--- config.mk ---
export PLATFORM = sky130hd
export DESIGN_NAME = circle_outline_raster
export DESIGN_NICKNAME = d
export VERILOG_FILES = /design/src/rtl/core/cor_pkg.sv /design/src/rtl/core/cor_ram.sv /design/src/rtl/core/circle_outline_raster.sv
export SDC_FILE = /design/constraint.sdc
export NUM_CORES = 1
export LEC_CHECK = 0
export ABC_AREA = 1
export ABC_CLOCK_PERIOD_IN_PS = 18700
export BUFFER_PORTS_ARGS = -buffer_cell sky130_fd_sc_hd__buf_2
export CAP_MARGIN = 5
export CORE_ASPECT_RATIO = 0.7
export CORE_MARGIN = 2
export CORE_UTILIZATION = 40
export DETAILED_ROUTE_END_ITERATION = 12
export SLEW_MARGIN = 25
export SYNTH_ARGS = -nofsm -noshare
export SYNTH_HDL_FRONTEND = slang
export SYNTH_HIERARCHICAL = 1
export SYNTH_SLANG_ARGS = --single-unit
--- constraint.sdc ---
create_clock -name clk -period 18.7 [get_ports clk]
set_input_delay 0.935 -clock clk [delete_from_list [all_inputs] [get_ports clk]]
set_output_delay 0.935 -clock clk [all_outputs]
set_load 0.01 [all_outputs]
--- src/rtl/core/cor_pkg.sv ---
// ----------------------------------------------------------------------------
// cor_pkg
// shared types and constants for the circle outline raster
// ----------------------------------------------------------------------------
package cor_pkg;

	localparam int DEF_MAX_RADIUS = 255;

	localparam int IN_DATA_W  = 40;
	localparam int OUT_DATA_W = 72;
	localparam int COORD_W    = 17;

	localparam logic OP_START = 1'b0;
	localparam logic OP_TICK  = 1'b1;

	typedef enum logic [1:0] {
		PH_IDLE = 2'd0,
		PH_COL  = 2'd1,
		PH_ROW  = 2'd2
	} phase_t;

	typedef enum logic [2:0] {
		S_IDLE  = 3'd0,
		S_CLEAR = 3'd1,
		S_SQ    = 3'd2,
		S_ROOT  = 3'd3,
		S_FIN   = 3'd4
	} state_t;

endpackage

--- src/rtl/core/cor_ram.sv ---
// ----------------------------------------------------------------------------
// cor_ram
// generic single write port, single read port ram with registered read
// ----------------------------------------------------------------------------
module cor_ram #(
	parameter int WIDTH = 1,
	parameter int DEPTH = 256,
	localparam int AW = (DEPTH > 1) ? $clog2(DEPTH) : 1
) (
	input  logic             clk,
	input  logic             we,
	input  logic [AW-1:0]    waddr,
	input  logic [WIDTH-1:0] wdata,
	input  logic [AW-1:0]    raddr,
	output logic [WIDTH-1:0] rdata
);

	logic [WIDTH-1:0] mem_q [DEPTH];

	always_ff @(posedge clk) begin
		if (we) begin
			mem_q[waddr] <= wdata;
		end
		rdata <= mem_q[raddr];
	end

endmodule

--- src/rtl/core/circle_outline_raster.sv ---
// ----------------------------------------------------------------------------
// circle_outline_raster
// circle outline generator, four mirrored points per result beat
// ----------------------------------------------------------------------------
// A start beat (tuser 0) latches center and radius, clears rows 0..r of the
// row-used map and returns one empty result (radius 0: clear skipped, result
// flagged last). Each tick beat (tuser 1) returns one result: the column
// pass walks k = 0..r, the row pass walks k = 0..r again and fills rows the
// column pass left unmarked; the beat closing the row pass carries tlast. In
// either pass the rounded square root has AW bits, AW = clog2(min(MAX_RADIUS,
// 255)+1), i.e. 8 at the default, and is produced one bit per cycle by a
// single shared compare/subtract unit. A tick with no circle armed returns
// an empty result. The result sits in an output register, so the next beat
// is taken while a result waits for the consumer.
module circle_outline_raster
	import cor_pkg::*;
#(
	parameter int MAX_RADIUS = DEF_MAX_RADIUS
) (
	input  logic                  clk,
	input  logic                  arst_n,
	input  logic                  s_tvalid,
	output logic                  s_tready,
	input  logic [IN_DATA_W-1:0]  s_tdata,   // center_x, center_y, radius
	input  logic                  s_tuser,   // op
	output logic                  m_tvalid,
	input  logic                  m_tready,
	output logic [OUT_DATA_W-1:0] m_tdata,   // x_plus, x_minus, y_plus, y_minus, pad
	output logic                  m_tuser,   // point_valid
	output logic                  m_tlast    // final_res
);

	localparam int LIM   = (MAX_RADIUS < 255) ? MAX_RADIUS : 255;
	localparam int DEPTH = LIM + 1;
	localparam int AW    = $clog2(DEPTH);
	localparam int CW    = $clog2(AW + 1);
	localparam logic [7:0]    LIM8 = 8'(LIM);
	localparam logic [AW-1:0] LIMA = AW'(LIM);

	state_t state_q, state_d;
	phase_t phase_q;

	logic [15:0]        cx_q, cy_q;
	logic [AW-1:0]      rad_q, step_q, clr_q;
	logic               op_q;
	logic [2*AW-1:0]    vsh_q;
	logic [AW+1:0]      rem_q;
	logic [AW-1:0]      root_q;
	logic [CW-1:0]      cnt_q;

	logic               ovalid_q, pv_q, last_q;
	logic [COORD_W-1:0] xp_q, xm_q, yp_q, ym_q;

	logic [15:0]        in_cx, in_cy;
	logic [7:0]         in_rad;
	logic [AW-1:0]      r_sat;
	logic               accept, fin_ok, fin_fire;
	logic               mem_we, mem_wdata, row_used;
	logic [AW-1:0]      mem_waddr;

	logic [AW:0]        diff, sum;
	logic [2*AW+1:0]    prod;
	logic [AW+1:0]      rem_sh, trial;
	logic               ge;
	logic [AW:0]        off_sum;
	logic [AW-1:0]      off;
	logic [COORD_W-1:0] cx17, cy17, k17, off17;

	assign in_cx  = s_tdata[15:0];
	assign in_cy  = s_tdata[31:16];
	assign in_rad = s_tdata[39:32];
	assign r_sat  = (in_rad > LIM8) ? LIMA : AW'(in_rad);

	assign accept = s_tvalid && s_tready;
	assign fin_ok = !ovalid_q || m_tready;

	// shared root unit: one result bit per cycle
	assign diff   = {1'b0, rad_q} - {1'b0, step_q};
	assign sum    = {1'b0, rad_q} + {1'b0, step_q};
	assign prod   = diff * sum;
	assign rem_sh = {rem_q[AW-1:0], vsh_q[2*AW-1 -: 2]};
	assign trial  = {root_q, 2'b01};
	assign ge     = rem_sh >= trial;

	assign off_sum = {1'b0, root_q} + {{AW{1'b0}}, (rem_q > {2'b00, root_q})};
	assign off     = off_sum[AW-1:0];

	assign cx17  = {cx_q[15], cx_q};
	assign cy17  = {cy_q[15], cy_q};
	assign k17   = COORD_W'(step_q);
	assign off17 = COORD_W'(off);

	cor_ram #(
		.WIDTH(1),
		.DEPTH(DEPTH)
	) u_row_map (
		.clk   (clk),
		.we    (mem_we),
		.waddr (mem_waddr),
		.wdata (mem_wdata),
		.raddr (step_q),
		.rdata (row_used)
	);

	always_comb begin
		state_d = state_q;
		unique case (state_q)
			S_IDLE: begin
				if (s_tvalid) begin
					if (s_tuser == OP_START) begin
						state_d = (r_sat == '0) ? S_FIN : S_CLEAR;
					end else begin
						state_d = (phase_q == PH_IDLE) ? S_FIN : S_SQ;
					end
				end
			end
			S_CLEAR: begin
				if (clr_q == rad_q) begin
					state_d = S_FIN;
				end
			end
			S_SQ:   state_d = S_ROOT;
			S_ROOT: begin
				if (cnt_q == CW'(AW - 1)) begin
					state_d = S_FIN;
				end
			end
			S_FIN: begin
				if (fin_ok) begin
					state_d = S_IDLE;
				end
			end
			default: state_d = S_IDLE;
		endcase
	end

	always_comb begin
		s_tready  = 1'b0;
		fin_fire  = 1'b0;
		mem_we    = 1'b0;
		mem_wdata = 1'b0;
		mem_waddr = off;
		unique case (state_q)
			S_IDLE:  s_tready = 1'b1;
			S_CLEAR: begin
				mem_we    = 1'b1;
				mem_waddr = clr_q;
			end
			S_SQ, S_ROOT: ;
			S_FIN: begin
				fin_fire  = fin_ok;
				mem_we    = fin_ok && (op_q == OP_TICK) && (phase_q == PH_COL);
				mem_wdata = 1'b1;
			end
			default: ;
		endcase
	end

	always_ff @(posedge clk or negedge arst_n) begin
		if (!arst_n) begin
			state_q  <= S_IDLE;
			phase_q  <= PH_IDLE;
			step_q   <= '0;
			rad_q    <= '0;
			cx_q     <= '0;
			cy_q     <= '0;
			op_q     <= OP_START;
			clr_q    <= '0;
			cnt_q    <= '0;
			ovalid_q <= 1'b0;
		end else begin
			state_q <= state_d;
			if (accept) begin
				op_q <= s_tuser;
				if (s_tuser == OP_START) begin
					cx_q    <= in_cx;
					cy_q    <= in_cy;
					rad_q   <= r_sat;
					step_q  <= '0;
					clr_q   <= '0;
					phase_q <= (r_sat == '0) ? PH_IDLE : PH_COL;
				end
			end
			if (state_q == S_CLEAR) begin
				clr_q <= clr_q + 1'b1;
			end
			if (state_q == S_SQ) begin
				cnt_q <= '0;
			end else if (state_q == S_ROOT) begin
				cnt_q <= cnt_q + 1'b1;
			end
			if (fin_fire && op_q == OP_TICK) begin
				unique case (phase_q)
					PH_COL: begin
						if (step_q >= rad_q) begin
							phase_q <= PH_ROW;
							step_q  <= '0;
						end else begin
							step_q <= step_q + 1'b1;
						end
					end
					PH_ROW: begin
						if (step_q >= rad_q) begin
							phase_q <= PH_IDLE;
							step_q  <= '0;
						end else begin
							step_q <= step_q + 1'b1;
						end
					end
					default: ;
				endcase
			end
			if (fin_fire) begin
				ovalid_q <= 1'b1;
			end else if (m_tready) begin
				ovalid_q <= 1'b0;
			end
		end
	end

	always_ff @(posedge clk) begin
		if (state_q == S_SQ) begin
			vsh_q  <= prod[2*AW-1:0];
			rem_q  <= '0;
			root_q <= '0;
		end else if (state_q == S_ROOT) begin
			vsh_q  <= vsh_q << 2;
			rem_q  <= ge ? (rem_sh - trial) : rem_sh;
			root_q <= AW'({root_q, ge});
		end
		if (fin_fire) begin
			pv_q   <= 1'b0;
			last_q <= 1'b0;
			xp_q   <= '0;
			xm_q   <= '0;
			yp_q   <= '0;
			ym_q   <= '0;
			if (op_q == OP_START) begin
				last_q <= (rad_q == '0);
			end else begin
				unique case (phase_q)
					PH_COL: begin
						pv_q <= 1'b1;
						xp_q <= cx17 + k17;
						xm_q <= cx17 - k17;
						yp_q <= cy17 + off17;
						ym_q <= cy17 - off17;
					end
					PH_ROW: begin
						last_q <= (step_q >= rad_q);
						if (!row_used) begin
							pv_q <= 1'b1;
							xp_q <= cx17 + off17;
							xm_q <= cx17 - off17;
							yp_q <= cy17 + k17;
							ym_q <= cy17 - k17;
						end
					end
					default: ;
				endcase
			end
		end
	end

	assign m_tvalid = ovalid_q;
	assign m_tuser  = pv_q;
	assign m_tlast  = last_q;
	assign m_tdata  = {{(OUT_DATA_W - 4*COORD_W){1'b0}}, ym_q, yp_q, xm_q, xp_q};

`ifndef SYNTH
	a_mark_in_range: assert property (@(posedge clk) disable iff (!arst_n)
		mem_we && state_q == S_FIN |-> mem_waddr <= rad_q)
		else $error("row mark beyond radius");

	a_write_phase: assert property (@(posedge clk) disable iff (!arst_n)
		mem_we |-> state_q == S_CLEAR || phase_q == PH_COL)
		else $error("row map written outside clear or column pass");

	a_start_clears: assert property (@(posedge clk) disable iff (!arst_n)
		accept && s_tuser == OP_START && r_sat != '0 |=> state_q == S_CLEAR)
		else $error("start did not enter clear");
`endif

endmodule

==> impl_metrics.ini <==
[placement]
place_inst = 4155
post-place-ws_ns = 12.03
dp_hpwl_um = 51800
gp_congestion = 0.936
io_buffers = 116

[synthesis]
netlist_instances = 3274
yosys_warnings = 6
netlist_top_cells_count = nand2_1 (732), nor2_1 (451), nand3_1 (389), edfxtp_1 (341), inv_1 (331)
synth_area_mm2 = 0.0271
ys_ff_latch = 427
ys.flop_type = edfxtp_1
ys_seq_area_share_pct = 45.3
synth-edff-count = 341
synth.most_common_cell = nand2_1
async_reset_ff_share_pct = 15.7
netlist_top_cells_area = edfxtp_1 (38%), nand2_1 (10%), nand3_1 (7.2%), nor2_1 (6.2%), dfrtp_1 (6.2%)
synth_cell_types = 60
avgSynthCellArea_um2 = 8.28
netlist.area_leader.share_pct = 37.8
yosysTopAreaCell = edfxtp_1

[worst_setup_path]
r2r_setup_slack_ns = 12.00
crit_fanout = 69
reg2regPathDepth = 26
r2r_end = vsh_q[12]
endpoint_kind = flip-flop
crit_type = flip-flop to flip-flop
r2r_start = step_q[0]
worst-endpoint-arrival_ns = 7.03
required_ns = 19.03
start_kind = flip-flop

[floorplan]
io_pins = 121
initial_core_util_pct = 40.7
num_rows = 79
dieWidth_um = 315
fp.dieArea_mm2 = 0.0699
core_area_mm2 = 0.0667
die_h_um = 222

[clocking]
cts_buffers = 46
cts.sinks = 427
h-tree-depth = 2
clock_path_buffers = 3
cts_root_buf = clkbuf_16
hold_buffers = 0
path_clk_slew_ns = 0.07
cts_setup_buffers = 0
ctsResizeCount = 0
tritoncts = done
clock_latency_ns = 0.60

[grt]
grt_max_degree = 259
gr-total-overflow = 0
antenna_found_initial = 0
grt.total_usage_pct = 22.0
grt_pass1_wl_um = 120000
grt_pass1_vias = 20468

[cells_and_area]
nNetsFinal = 3547
area_delta_synth_final_pct = 9.48
finalNonFillerCells = 4239
drive_gt1_share_pct = 8.30
antenna_cells = 0

[sta]
fin_ws_ns = 12.00
finalCritPeriodShare_pct = 35.8
finalSetupViolCount = 0
hold_ws_ns = 0.211
rsz0062_at_grt = false
setup_tns_ns = 0
hold_viol = 0
drv_slew = 0
min_period_ns = 6.70
fmax_mhz = 149
slew_headroom_pct = 22.4
tightest_slew_ns = 1.16
fin_skew_ns = 0.0294

[detailed_routing]
wl_per_cell_um = 18.3
drt_iter0_markers = 2207
firstDrtPassIters = 6
drc_errors = 0
wirelength_um = 77700
postRouteAntennaNets = 0
viasPerCell = 5.33
via_count = 22573

[job]
drv_cap = 0

[worst_hold_path]
min_path_type = input pin to async pin

[run_status]
outcome = completed
==> final cells by class <==
| type | count | area, um2 |
|---|---|---|
| fill | 6638 | 37000 |
| multi-input combinational | 2346 | 12700 |
| sequential | 427 | 12300 |
| inverter | 352 | 1320 |
| clock buffer | 55 | 1200 |
| tap | 891 | 1110 |
| timing repair buffer | 139 | 768 |
| clock inverter | 29 | 305 |
==> registers in the layout, indices dropped and copies added, names as in the netlist, 8 cells and up <==
name,count
yp_q,17
cx_q,16
vsh_q,16
u_row_map/mem_q,256
cy_q,16
clr_q,8
rem_q,10
root_q,8
xp_q,17
xm_q,16
ym_q,17
step_q,8
rad_q,8
==> metal layers <==
| metal | up-vias | track usage (%) | part of all wire [%] |
|---|---|---|---|
| met5 | - | 0 | 0 |
| met4 | 0 | 4.38 | 1.6 |
| met3 | 77 | 3.88 | 8.9 |
| met2 | 844 | 30.8 | 40 |
| met1 | 10710 | 35.0 | 49 |
| li1 | 10942 | - | - |
==> layout by cell type (no fill, tap or decap), drive strengths merged, types with 9 or more instances in the layout <==
| cell type | n |
|---|---|
| a21o | 12 |
| edfxtp | 341 |
| a21oi | 182 |
| buf | 139 |
| clkinv | 24 |
| fa | 59 |
| nor2 | 458 |
| xor2 | 33 |
| nor3 | 24 |
| dfrtp | 67 |
| nand3 | 392 |
| inv | 353 |
| nand4 | 29 |
| nand2 | 739 |
| clkbuf | 55 |
| dfxtp | 19 |
| a31oi | 13 |
| o22ai | 9 |
| ha | 131 |
| o21ai | 194 |
==> worst max-delay path: stages, from the launching register on <==
cell     delay [ns]
dfrtp_4        1.01
ha_1           0.29
inv_1          0.07
fa_1           0.40
nand3_1        0.08
nand2_1        0.10
a31oi_1        0.19
or2_2          0.14
nand2_1        0.17
inv_1          0.22
nand2_1        0.10
fa_1           0.51
inv_1          0.05
fa_1           0.50
inv_1          0.05
fa_1           0.48
fa_1           0.54
inv_1          0.05
ha_1           0.34
a21oi_1        0.21
o21ai_0        0.16
a21oi_1        0.25
nor2_1         0.08
o21ai_0        0.16
nand2_1        0.08
xor2_1         0.12
o21ai_0        0.09
==> cell families after synthesis <==
| logic type | after synthesis | synth area share [%] |
|---|---|---|
| xor gates and xnor gates | 39 | 1.26 |
| AOI/OAI and AO/OA | 452 | 9.22 |
| DFF | 427 | 45.3 |
| and+or+nand+nor | 1661 | 25.7 |
| buffers and inverters | 504 | 8.10 |
| other | 1 | 0.0138 |
| adders and majority gates | 190 | 10.4 |
==> through the flow <==
| step | instance area, um2 | utilization, % |
|---|---|---|
| finish | 29700 | 44.5 |
| detailed placement | 28200 | 42.2 |
| floorplan | 27100 | - |
| global route | 29700 | 44.5 |
| CTS | 29700 | 44.5 |
| global placement | 28200 | 42.2 |
==> how the worst max path moves through the flow <==
stage | cells after the start | start | end | slack [ns]
6_report | 26 | step_q[0] | vsh_q[12] | 12.00
5_1_grt | 26 | step_q[0] | vsh_q[12] | 11.49
4_1_cts | 26 | step_q[0] | vsh_q[12] | 12.04
3_5_place_dp | 26 | step_q[0] | vsh_q[12] | 12.03
3_3_place_gp | 25 | step_q[0] | vsh_q[11] | 12.12
2_1_floorplan | 11 | state_q[1] | u_row_map/mem_q[111] | 12.03
Power is left out: the tool's default activity adds up to more than one toggle a clock period on the data nets, which glitch-free logic cannot reach.
